### src/lru_key_value_cache_macros.svh
// Assertion macros shared by the cache RTL.
// With ASSERT_OFF defined every macro expands to nothing.
`ifndef LRU_KEY_VALUE_CACHE_MACROS_SVH
`define LRU_KEY_VALUE_CACHE_MACROS_SVH

`ifndef ASSERT_OFF

// A property that must hold at every rising edge outside reset.
`define LKV_ASSERT(label, clk, rst, prop, msg) \
   label: assert property (@(posedge clk) disable iff (rst) prop) else $error(msg);

// A condition that must never be true outside reset.
`define LKV_ASSERT_NEVER(label, clk, rst, cond, msg) \
   label: assert property (@(posedge clk) disable iff (rst) !(cond)) else $error(msg);

`else

`define LKV_ASSERT(label, clk, rst, prop, msg)
`define LKV_ASSERT_NEVER(label, clk, rst, cond, msg)

`endif

`endif

### src/lkv_pkg.sv
`timescale 1ns / 1ps
`default_nettype none

package lkv_pkg;

   // Store geometry.
   localparam int MAX_ENTRIES = 16;
   localparam int IDX_W       = $clog2(MAX_ENTRIES);
   localparam int AGE_W       = IDX_W;
   localparam int CNT_W       = $clog2(MAX_ENTRIES + 1);

   // Field widths.
   localparam int DATA_W     = 32;
   localparam int REQ_DATA_W = 2 * DATA_W;
   localparam int CAP_W      = 5;

   // Capacity register reset value.
   localparam logic [CAP_W-1:0] CAP_RESET = 5'd16;

   // Read value returned on a miss and on every put.
   localparam logic [DATA_W-1:0] NEG_ONE = '1;

   // Request queue between front and back.
   localparam int QUEUE_DEPTH = 2;
   localparam int QPTR_W      = $clog2(QUEUE_DEPTH);
   localparam int QCNT_W      = $clog2(QUEUE_DEPTH + 1);

   typedef enum logic {
      OP_GET = 1'b0,
      OP_PUT = 1'b1
   } cmd_op_type;

   typedef struct packed {
      cmd_op_type        op;
      logic [DATA_W-1:0] key;
      logic [DATA_W-1:0] value;
   } cmd_type;

   typedef enum logic [1:0] {
      BK_IDLE,
      BK_LOOK,
      BK_EXEC
   } back_state_type;

   typedef struct packed {
      logic             fire;
      logic [CNT_W-1:0] occupied;
   } back_status_type;

endpackage

`default_nettype wire

### src/lkv_front.sv
`timescale 1ns / 1ps
`default_nettype none

module lkv_front (
   input  logic             clock,
   input  logic             reset,
   input  logic             req_tvalid,
   output logic             req_tready,
   input  logic [63:0]      req_tdata,
   input  logic             req_tuser,
   output logic             push,
   output lkv_pkg::cmd_type push_cmd,
   input  logic             q_full
);
   import lkv_pkg::*;

   logic    hold_valid_ff;
   logic    hold_valid_in;
   cmd_type hold_cmd_ff;
   logic    accept;

   // The holding register drains into the queue whenever the queue has room.
   assign push       = hold_valid_ff && !q_full;
   assign push_cmd   = hold_cmd_ff;
   assign req_tready = !hold_valid_ff || !q_full;
   assign accept     = req_tvalid && req_tready;

   always_comb begin
      hold_valid_in = hold_valid_ff;
      if (accept) begin
         hold_valid_in = 1'b1;
      end else if (push) begin
         hold_valid_in = 1'b0;
      end
   end

   always_ff @(posedge clock) begin
      if (reset) begin
         hold_valid_ff <= 1'b0;
      end else begin
         hold_valid_ff <= hold_valid_in;
      end
   end

   // Classify the request and split the packed data into key and value.
   always_ff @(posedge clock) begin
      if (accept) begin
         hold_cmd_ff.op    <= req_tuser ? OP_PUT : OP_GET;
         hold_cmd_ff.key   <= req_tdata[DATA_W-1:0];
         hold_cmd_ff.value <= req_tdata[REQ_DATA_W-1:DATA_W];
      end
   end

endmodule

`default_nettype wire

### src/lkv_queue.sv
`timescale 1ns / 1ps
`default_nettype none

module lkv_queue (
   input  logic             clock,
   input  logic             reset,
   input  logic             push,
   input  lkv_pkg::cmd_type push_cmd,
   output logic             full,
   input  logic             pop,
   output lkv_pkg::cmd_type pop_cmd,
   output logic             empty
);
   import lkv_pkg::*;

   cmd_type           slot_ff [QUEUE_DEPTH];
   logic [QPTR_W-1:0] wr_ptr_ff;
   logic [QPTR_W-1:0] wr_ptr_in;
   logic [QPTR_W-1:0] rd_ptr_ff;
   logic [QPTR_W-1:0] rd_ptr_in;
   logic [QCNT_W-1:0] count_ff;
   logic [QCNT_W-1:0] count_in;

   assign full    = (count_ff == QCNT_W'(QUEUE_DEPTH));
   assign empty   = (count_ff == '0);
   assign pop_cmd = slot_ff[rd_ptr_ff];

   // Pointers wrap at the queue depth.
   always_comb begin
      wr_ptr_in = wr_ptr_ff;
      rd_ptr_in = rd_ptr_ff;
      count_in  = count_ff;
      if (push) begin
         wr_ptr_in = (wr_ptr_ff == QPTR_W'(QUEUE_DEPTH - 1)) ? '0 : wr_ptr_ff + 1'b1;
      end
      if (pop) begin
         rd_ptr_in = (rd_ptr_ff == QPTR_W'(QUEUE_DEPTH - 1)) ? '0 : rd_ptr_ff + 1'b1;
      end
      if (push && !pop) begin
         count_in = count_ff + 1'b1;
      end else if (pop && !push) begin
         count_in = count_ff - 1'b1;
      end
   end

   always_ff @(posedge clock) begin
      if (reset) begin
         wr_ptr_ff <= '0;
         rd_ptr_ff <= '0;
         count_ff  <= '0;
      end else begin
         wr_ptr_ff <= wr_ptr_in;
         rd_ptr_ff <= rd_ptr_in;
         count_ff  <= count_in;
      end
   end

   always_ff @(posedge clock) begin
      if (push) begin
         slot_ff[wr_ptr_ff] <= push_cmd;
      end
   end

endmodule

`default_nettype wire

### src/lkv_back.sv
`timescale 1ns / 1ps
`default_nettype none

module lkv_back (
   input  logic                     clock,
   input  logic                     reset,
   input  logic [lkv_pkg::CAP_W-1:0] capacity,
   input  logic                     q_empty,
   input  lkv_pkg::cmd_type         pop_cmd,
   output logic                     pop,
   output logic                     rsp_tvalid,
   input  logic                     rsp_tready,
   output logic [31:0]              rsp_tdata,
   output logic                     rsp_tuser,
   output lkv_pkg::back_status_type status
);
   import lkv_pkg::*;

   // Per-entry store.
   logic             valid_ff [MAX_ENTRIES];
   logic             valid_in [MAX_ENTRIES];
   logic [DATA_W-1:0] key_ff  [MAX_ENTRIES];
   logic [DATA_W-1:0] key_in  [MAX_ENTRIES];
   logic [DATA_W-1:0] value_ff [MAX_ENTRIES];
   logic [DATA_W-1:0] value_in [MAX_ENTRIES];
   logic [AGE_W-1:0] age_ff   [MAX_ENTRIES];
   logic [AGE_W-1:0] age_in   [MAX_ENTRIES];
   logic [CNT_W-1:0] occ_ff;
   logic [CNT_W-1:0] occ_in;

   back_state_type   state_ff;
   back_state_type   state_in;
   cmd_type          cmd_ff;

   // Lookup results, one bit per entry.
   logic [MAX_ENTRIES-1:0] match_ff;
   logic [MAX_ENTRIES-1:0] match_in;
   logic [MAX_ENTRIES-1:0] free_ff;
   logic [MAX_ENTRIES-1:0] free_in;
   logic [MAX_ENTRIES-1:0] oldest_ff;
   logic [MAX_ENTRIES-1:0] oldest_in;
   logic [MAX_ENTRIES-1:0] invalid_vec;

   // Execute step.
   logic                   fire;
   logic                   take;
   logic                   hit;
   logic                   is_put;
   logic                   insert;
   logic                   do_upd;
   logic [CNT_W-1:0]       cap_eff;
   logic [CNT_W-1:0]       old_age;
   logic [MAX_ENTRIES-1:0] target;
   logic [DATA_W-1:0]      hit_value;

   // Result register.
   logic              rsp_valid_ff;
   logic              rsp_valid_in;
   logic              rsp_hit_ff;
   logic [DATA_W-1:0] rsp_value_ff;

   assign fire   = (state_ff == BK_EXEC) && (!rsp_valid_ff || rsp_tready);
   assign take   = !q_empty && ((state_ff == BK_IDLE) || fire);
   assign pop    = take;

   assign rsp_tvalid = rsp_valid_ff;
   assign rsp_tdata  = rsp_value_ff;
   assign rsp_tuser  = rsp_hit_ff;

   assign status.fire     = fire;
   assign status.occupied = occ_ff;

   // Sequencer: take a request, look it up, then apply it.
   always_comb begin
      state_in = state_ff;
      unique case (state_ff)
         BK_IDLE: begin
            if (take) begin
               state_in = BK_LOOK;
            end
         end
         BK_LOOK: begin
            state_in = BK_EXEC;
         end
         BK_EXEC: begin
            if (fire) begin
               state_in = take ? BK_LOOK : BK_IDLE;
            end
         end
         default: begin
            state_in = BK_IDLE;
         end
      endcase
   end

   always_ff @(posedge clock) begin
      if (reset) begin
         state_ff <= BK_IDLE;
      end else begin
         state_ff <= state_in;
      end
   end

   always_ff @(posedge clock) begin
      if (take) begin
         cmd_ff <= pop_cmd;
      end
   end

   // Lookup: key compare, first free entry and least recent entry in parallel.
   always_comb begin
      for (int i = 0; i < MAX_ENTRIES; i++) begin
         invalid_vec[i] = !valid_ff[i];
         match_in[i]    = valid_ff[i] && (key_ff[i] == cmd_ff.key);
         oldest_in[i]   = valid_ff[i] && (CNT_W'(age_ff[i]) == (occ_ff - CNT_W'(1)));
      end
      free_in = invalid_vec & (~invalid_vec + {{(MAX_ENTRIES-1){1'b0}}, 1'b1});
   end

   always_ff @(posedge clock) begin
      if (state_ff == BK_LOOK) begin
         match_ff  <= match_in;
         free_ff   <= free_in;
         oldest_ff <= oldest_in;
      end
   end

   // Capacity clamped to one up to the store size.
   always_comb begin
      if (capacity == '0) begin
         cap_eff = CNT_W'(1);
      end else if (int'(capacity) > MAX_ENTRIES) begin
         cap_eff = CNT_W'(MAX_ENTRIES);
      end else begin
         cap_eff = CNT_W'(capacity);
      end
   end

   // Choose the entry to touch and the age that separates the entries to age.
   always_comb begin
      hit       = |match_ff;
      is_put    = (cmd_ff.op == OP_PUT);
      insert    = is_put && !hit && (occ_ff < cap_eff) && (|free_ff);
      target    = hit ? match_ff : (insert ? free_ff : oldest_ff);
      do_upd    = fire && (hit || is_put);
      old_age   = '0;
      hit_value = '0;
      for (int i = 0; i < MAX_ENTRIES; i++) begin
         old_age   = old_age | (target[i] ? CNT_W'(age_ff[i]) : '0);
         hit_value = hit_value | (match_ff[i] ? value_ff[i] : '0);
      end
      if (insert) begin
         old_age = occ_ff;
      end
   end

   // Store update: the target becomes most recent, younger entries age by one.
   always_comb begin
      for (int i = 0; i < MAX_ENTRIES; i++) begin
         valid_in[i] = valid_ff[i];
         key_in[i]   = key_ff[i];
         value_in[i] = value_ff[i];
         age_in[i]   = age_ff[i];
         if (do_upd) begin
            if (target[i]) begin
               age_in[i] = '0;
               if (is_put) begin
                  key_in[i]   = cmd_ff.key;
                  value_in[i] = cmd_ff.value;
               end
               if (insert) begin
                  valid_in[i] = 1'b1;
               end
            end else if (valid_ff[i] && (CNT_W'(age_ff[i]) < old_age)) begin
               age_in[i] = age_ff[i] + 1'b1;
            end
         end
      end
      occ_in = (fire && insert) ? occ_ff + 1'b1 : occ_ff;
   end

   always_ff @(posedge clock) begin
      if (reset) begin
         for (int i = 0; i < MAX_ENTRIES; i++) begin
            valid_ff[i] <= 1'b0;
            age_ff[i]   <= '0;
         end
         occ_ff <= '0;
      end else begin
         for (int i = 0; i < MAX_ENTRIES; i++) begin
            valid_ff[i] <= valid_in[i];
            age_ff[i]   <= age_in[i];
         end
         occ_ff <= occ_in;
      end
   end

   always_ff @(posedge clock) begin
      for (int i = 0; i < MAX_ENTRIES; i++) begin
         key_ff[i]   <= key_in[i];
         value_ff[i] <= value_in[i];
      end
   end

   // Result register, loaded when the request is applied.
   always_comb begin
      rsp_valid_in = rsp_valid_ff;
      if (fire) begin
         rsp_valid_in = 1'b1;
      end else if (rsp_tready) begin
         rsp_valid_in = 1'b0;
      end
   end

   always_ff @(posedge clock) begin
      if (reset) begin
         rsp_valid_ff <= 1'b0;
      end else begin
         rsp_valid_ff <= rsp_valid_in;
      end
   end

   always_ff @(posedge clock) begin
      if (fire) begin
         rsp_hit_ff   <= hit;
         rsp_value_ff <= (hit && !is_put) ? hit_value : NEG_ONE;
      end
   end

endmodule

`default_nettype wire

### src/lru_key_value_cache.sv
`timescale 1ns / 1ps
`default_nettype none

`include "lru_key_value_cache_macros.svh"

// Fully associative key-value cache with least-recently-used replacement and
// sixteen entries. Each request is a get (tuser low) or a put (tuser high) on
// a 32-bit key; each request gives exactly one response, in request order,
// with tuser set when the key was present and tdata holding the stored value
// on a get hit and all ones otherwise. A request goes through the execution
// unit: a parallel key compare, then a store and recency update that waits
// on a full response register; the next request enters as one is applied. An
// input register and a two-entry queue let up to three requests wait ahead of
// the execution unit, and the response register lets one result wait for the
// consumer. The capacity register sets how many entries fill before eviction
// starts; values of zero act as one and values above sixteen as sixteen. Write
// it only while no request is in flight. The store is empty after reset.
module lru_key_value_cache (
   input  logic        clock,
   input  logic        reset,
   // Capacity register.
   input  logic        csr_wr_en,
   input  logic [4:0]  csr_wr_data,
   // Request channel.
   input  logic        req_tvalid,
   output logic        req_tready,
   input  logic [63:0] req_tdata,   // [31:0] key, [63:32] value
   input  logic        req_tuser,   // [0] func
   // Response channel.
   output logic        rsp_tvalid,
   input  logic        rsp_tready,
   output logic [31:0] rsp_tdata,   // [31:0] read_value
   output logic        rsp_tuser    // [0] hit
);
   import lkv_pkg::*;

   logic [CAP_W-1:0] capacity_ff;
   logic             q_push;
   logic             q_pop;
   logic             q_full;
   logic             q_empty;
   cmd_type          q_push_cmd;
   cmd_type          q_pop_cmd;
   back_status_type  back_status;
   logic             occ_over;
   logic             miss_rsp;

   // Capacity register.
   always_ff @(posedge clock) begin
      if (reset) begin
         capacity_ff <= CAP_RESET;
      end else if (csr_wr_en) begin
         capacity_ff <= csr_wr_data;
      end
   end

   lkv_front u_front (
      .clock      (clock),
      .reset      (reset),
      .req_tvalid (req_tvalid),
      .req_tready (req_tready),
      .req_tdata  (req_tdata),
      .req_tuser  (req_tuser),
      .push       (q_push),
      .push_cmd   (q_push_cmd),
      .q_full     (q_full)
   );

   lkv_queue u_queue (
      .clock    (clock),
      .reset    (reset),
      .push     (q_push),
      .push_cmd (q_push_cmd),
      .full     (q_full),
      .pop      (q_pop),
      .pop_cmd  (q_pop_cmd),
      .empty    (q_empty)
   );

   lkv_back u_back (
      .clock      (clock),
      .reset      (reset),
      .capacity   (capacity_ff),
      .q_empty    (q_empty),
      .pop_cmd    (q_pop_cmd),
      .pop        (q_pop),
      .rsp_tvalid (rsp_tvalid),
      .rsp_tready (rsp_tready),
      .rsp_tdata  (rsp_tdata),
      .rsp_tuser  (rsp_tuser),
      .status     (back_status)
   );

   // Conditions that the checks below look at.
   assign occ_over = int'(back_status.occupied) > MAX_ENTRIES;
   assign miss_rsp = rsp_tvalid && !rsp_tuser;

   // Checks on the queue, the store and the response.
   `LKV_ASSERT_NEVER(a_queue_overflow, clock, reset, q_push && q_full, "request queue overflow")
   `LKV_ASSERT_NEVER(a_queue_underflow, clock, reset, q_pop && q_empty, "pop from empty queue")
   `LKV_ASSERT_NEVER(a_occ_range, clock, reset, occ_over, "occupancy beyond store size")
   `LKV_ASSERT(a_fire_rsp, clock, reset, back_status.fire |=> rsp_tvalid, "response missing")
   `LKV_ASSERT(a_miss_ones, clock, reset, miss_rsp |-> rsp_tdata == NEG_ONE, "miss not all ones")

endmodule

`default_nettype wire
### config.mk
export PLATFORM = sky130hd
export DESIGN_NAME = lru_key_value_cache
export DESIGN_NICKNAME = d
export VERILOG_FILES = /design/src/lkv_pkg.sv /design/src/lkv_front.sv /design/src/lkv_queue.sv /design/src/lkv_back.sv /design/src/lru_key_value_cache.sv
export VERILOG_INCLUDE_DIRS = /design/src /design/src/src
export SDC_FILE = /design/constraint.sdc
export NUM_CORES = 2
export LEC_CHECK = 0
export BUFFER_PORTS_ARGS = -buffer_cell sky130_fd_sc_hd__buf_2
export CAP_MARGIN = 20
export CORE_MARGIN = 4
export CORE_UTILIZATION = 40
export DETAILED_ROUTE_END_ITERATION = 8
export PLACE_DENSITY = 0.61
export SETUP_SLACK_MARGIN = 0.05
export SKIP_LAST_GASP = 1
export SYNTH_ARGS = -nofsm -noshare
export SYNTH_HDL_FRONTEND = slang
export SYNTH_HIERARCHICAL = 1
export SYNTH_SLANG_ARGS = --single-unit
### constraint.sdc
create_clock -name clock -period 7.35 [get_ports clock]
set_input_delay 0.3675 -clock clock [delete_from_list [all_inputs] [get_ports clock]]
set_output_delay 0.3675 -clock clock [all_outputs]
set_load 0.01 [all_outputs]
# After elaboration in Yosys (flattened, before gate mapping)
# Memories as Yosys holds them, arrays and structs flattened. A register that Yosys moved wholly into a read port is not among the register bits.
# Index checks and enable logic that the tools add are counted.
op_classes:
  order_cmp: 18
  addsub: 23
  reduce_logical: 97
  mux: 279
  bitwise: 64
  n_eq_ne: 37
ops:
  columns: ["op", "n"]
  rows:
  - ["32-bit two-way mux", 112]
  - ["32-bit equality test", 16]
  - ["32-bit OR", 15]
  - ["4-bit two-way mux", 80]
  - ["4-bit by 5-bit equality test with 1-bit output", 16]
  - ["4-bit by 5-bit less-than comparator with 1-bit output", 16]
  - ["1-bit two-way mux", 77]
  - ["5-bit OR", 15]
  - ["4-bit by 1-bit adder with 4-bit output (second input constant)", 16]
  - ["1-bit logical AND", 60]
  - ["16-bit two-way mux", 2]
  - ["1-bit OR", 32]
  - ["16-bit OR reduction", 2]
  - ["1-bit logical NOT", 24]
  - ["16-bit by 1-bit adder with 16-bit output (second input constant)", 1]
  - ["16-bit bitwise AND", 1]
  - ["16-bit NOT", 1]
  - ["5-bit two-way mux", 3]
  - ["2-bit two-way mux", 4]
  - ["2-bit case mux with 3 select lines", 1]
  - ["2-bit nonzero test", 3]
  - ["5-bit by 1-bit adder with 5-bit output (second input constant)", 1]
  - ["5-bit greater-than comparator (second input constant)", 1]
  - ["5-bit logical NOT", 1]
  - ["11 further kinds", 18]
totals:
  word_cells: 539
  reg_bits: 164
  ram_bits: 1234
  memories: 5
  output_inout_bits: 35
  inputBits: 75
mem_list:
  columns: ["memory", "depth", "word_bits", "read_ports", "rd_ports_with_merged_regs", "wr", "line_no", "rtl"]
  rows:
  - ["u_back.key_ff", 16, 32, 16, 0, 16, "lkv_back.sv:22", "logic [DATA_W-1:0] key_ff [MAX_ENTRIES];"]
  - ["u_back.value_ff", 16, 32, 16, 0, 16, "lkv_back.sv:24", "logic [DATA_W-1:0] value_ff [MAX_ENTRIES];"]
  - ["u_queue.slot_ff", 2, 65, 1, 1, 1, "lkv_queue.sv:16", "cmd_type slot_ff [QUEUE_DEPTH];"]
  - ["u_back.age_ff", 16, 4, 16, 0, 16, "lkv_back.sv:26", "logic [AGE_W-1:0] age_ff [MAX_ENTRIES];"]
  - ["u_back.valid_ff", 16, 1, 16, 0, 16, "lkv_back.sv:20", "logic valid_ff [MAX_ENTRIES];"]

# Logic depth before layout (Yosys ltp)
depth:
  word_depth: 31
  mapped_depth: 22
  mapped_depth_nobuf: 19

# Modules after synthesis
# The synthesis kept the hierarchy.
by_module_without_submodules:
  columns: ["module", "area_per_inst_um2", "instances", "seq_area_each_um2", "cells_each"]
  rows:
  - ["lkv_back", 52480.3, 1, 36895.4, 3455]
  - ["lkv_queue", 4912.2, 1, 4003.8, 224]
  - ["lkv_front", 1999.4, 1, 1971.9, 71]
  - ["lru_key_value_cache", 183.9, 1, 100.1, 16]

# Least setup slack after synthesis
# No wires, ideal clock.
synth_timing:
  path_kind: "reg-to-reg"
  from: "reg u_back/rsp_tvalid (netlist name)"
  to: "mem u_back.key_ff[6][0] (netlist: u_back/key_ff[0][192]), enable pin"
  setup_ns: 0.565
  path_stages_with_launch: 6
  arrival_time_ns: 7.149
  required_time_ns: 6.785
  setup_slack_ns: -0.364
  n_path_buf: 1
  synth_period_minus_slack_ns: 7.714
  path_cell_list: "dfxtp_1 > nor2b_1 > nor2_1 > nand2_1 > clkbuf_1 > nor3_1"
synth_lines:
  columns: ["item", "line_no"]
  rows:
  - ["end: declaration", "lkv_back.sv:22"]

==> results.sh <==
export IMPL_die_area_um2=155000
export IMPL_hold_viol=0
export IMPL_p_clk_frac=0.335
export IMPL_syn_inst=3765
export IMPL_ctsLongestPathBuffers=3
export IMPL_start_kind="flop"
export IMPL_fin_ws_ns=1.45
export IMPL_post_route_min_period_ns=5.90
export IMPL_io_buffers=109
export IMPL_grt_pass1_vias=34000
export IMPL_boundaryPins=110
export IMPL_maxSlewHeadroom=0.241
export IMPL_seqPwrFrac=0.494
export IMPL_core_um2=148000
export IMPL_tightest_slew_ns=1.14
export IMPL_grt_pass1_wl_um=232000
export IMPL_drt_iter0_drc=3766
export IMPL_power_per_cell_area_nw_per_um2=324
export IMPL_fillers=12600
export IMPL_clkTransAtPathRegs_ns=0.06
export IMPL_ant_nets=0
export IMPL_drt_wl_total_um=158000
export IMPL_yosys_warnings=6
export IMPL_rsz0062_at_grt="false"
export IMPL_leakage_nw=21.8
export IMPL_cts_buffers=153
export IMPL_max_freq_mhz=170
export IMPL_path_max_fanout=36
export IMPL_worst_setup_path_end_kind="flop"
export IMPL_cellInternalPower_mw=15.8
export IMPL_grt_overflow=0
export IMPL_synth_area_um2=59600
export IMPL_total_power_mw=22.2
export IMPL_cts_max_level=4
export IMPL_fin_nets=4144
export IMPL_syn_num_nets=3895
export IMPL_min_period_over_period=0.802
export IMPL_root_buffer="clkbuf_16"
export IMPL_ir_worst_vdd_mv=0.220
export IMPL_hp_class="in2reg"
export IMPL_start_util=0.403
export IMPL_swShare=0.288
export IMPL_gp_congestion=0.872
export IMPL_dp_slack_ns=1.57
export IMPL_maxCapViolCount=0
export IMPL_cp_arrival_ns=6.61
export IMPL_die_y_um=394
export IMPL_vias=34800
export IMPL_placementRows=141
export IMPL_clock_sinks=1464
export IMPL_die_w_um=394
export IMPL_vias_per_cell=5.74
export IMPL_dpl_cell_area_um2=62800
export IMPL_syn2layout_area_growth_pct=14.9
export IMPL_drive_gt1_frac=0.144
export IMPL_finalSetupTns_ns=0
export IMPL_worstSetupPathType="reg2reg"
export IMPL_worstPathRequired_ns=8.07
export IMPL_slew_viol_final=0
export IMPL_power_net_switching_mw=6.38
export IMPL_firstDrtPassIters=6
export IMPL_setup_viol=0
export IMPL_avgSynthCellArea_um2=15.8
export IMPL_clock_skew_ns=0.0354
export IMPL_drc=0
export IMPL_final_area_um2=68400
export IMPL_hpwl_um=88700
export IMPL_insertedDiodeCount=0
export IMPL_status="finished clean"
export IMPL_clk_latency_ns=0.79
export IMPL_cts_tree="built"
export IMPL_antenna_found_initial=6
export IMPL_grt_max_degree=92
export IMPL_grt_total_usage=0.199
export IMPL_p_comb_frac=0.171
export IMPL_wl_per_cell_um=26.0
-- per-layer routing --
metal	up-vias	track usage	wire [µm]
met5	-	0	0
met4	0	0.0511	3310
met3	238	0.0385	12700
met2	1487	0.314	73000
met1	17800	0.284	68800
li1	15300	-	-
-- flip-flops by register name, summed over array words and instances (netlist names), 2 cells and up, named ones only --
signal and cells:
u_front/push_cmd 65, u_back/state_ff 2, u_back/value_ff 512, u_back/rsp_tdata 32
u_back/oldest_ff 16, u_back/valid_ff 16, u_back/match_ff 16, u_back/age_ff 64
u_back/free_ff 16, u_back/key_ff 512, u_back/occ_ff 5, u_back/cmd_ff 64
capacity_ff 5, u_queue/count_ff 2, u_queue/slot_ff 130
-- power groups by stage --
| stage | clock network [mW] | registers, mW | logic [mW] |
|---|---|---|---|
| 3_3_place_gp | 0 | 11.1 | 3.73 |
| 4_1_cts | 7.56 | 10.9 | 3.81 |
| 3_5_place_dp | 0 | 11.1 | 3.76 |
| 2_1_floorplan | 0 | 11.0 | 2.30 |
| 6_report | 7.43 | 10.9 | 3.79 |
| 5_1_grt | 7.93 | 11.0 | 4.04 |
-- stage by stage --
stage / cells / hold slack, ns / util
after global placement: 5710 / 0.423 / 0.425
after floorplan: 3765 / 0.421 / -
after global routing: 6072 / 0.0613 / 0.463
after CTS: 6070 / 0.0725 / 0.463
final: 6072 / 0.0633 / 0.463
after detailed placement: 5711 / 0.430 / 0.425
-- cell usage in the layout (no fill, tap or decap), types with 28 or more instances in the layout --
cell type	count
a221oi_1	101
a22o_1	98
a22oi_1	82
and3_1	50
buf_2	109
buf_4	129
clkbuf_1	43
clkbuf_16	155
clkinv_1	31
dfxtp_1	98
dlygate4sd3_1	76
edfxtp_1	1365
ha_1	55
inv_1	28
mux2_2	70
nand2_1	94
nand2b_1	29
nand3_1	73
nand4_1	163
nor2_1	98
nor3_1	43
nor4_1	77
o21ai_0	58
or4_1	36
xnor2_1	428
xor2_1	153
-- repair_timing --
action | in CTS | in global routing
gates resized for setup | 0 | 0
buffers inserted | 0 | 0
hold buffers | 76 | 0
setup endpoints to repair | 0 | 0
endpoints found under the hold margin | 71 | 0
-- area by class of cell --
type                       count  area (µm²)  share of cell area
clock buffer                 199        4050              0.0592
clock inverter                84         801              0.0117
inverter                      31         116             0.00170
multi-input combinational   2048       15800               0.230
sequential                  1464       43000               0.628
tap                         1930        2410              0.0353
timing repair buffer         316        2310              0.0338
-- worst paths after layout --
check / startpoint / cells after the start / slack [ns] / endpoint
min: rsp_tready / 5 / 0.06 / u_back/state_ff[1]
max: u_back/match_ff[3] / 20 / 1.45 / u_back/age_ff[0][16]
max reg2reg: u_back/match_ff[3] / 20 / 1.45 / u_back/age_ff[0][16]
min reg2reg: u_front/push_cmd[54] / 0 / 0.44 / u_queue/slot_ff[0][54]
-- critical path, cell delays in order, from the launching register on --
cell and delay (ns):
edfxtp_1 0.32, buf_4 0.58, nor4_1 0.15, and4_1 0.23
buf_4 0.23, inv_2 0.40, nor2_1 0.08, mux2_2 0.31
nor2_1 0.61, a22oi_1 0.25, nand3_1 0.15, a221oi_1 0.06
nand4_1 0.11, o21ai_1 0.31, buf_4 0.34, ha_1 0.20
nand3b_1 0.17, or3_1 0.34, o41ai_2 0.55, o211ai_1 0.19
o22ai_1 0.22
Power figures use the tool's default switching activity.
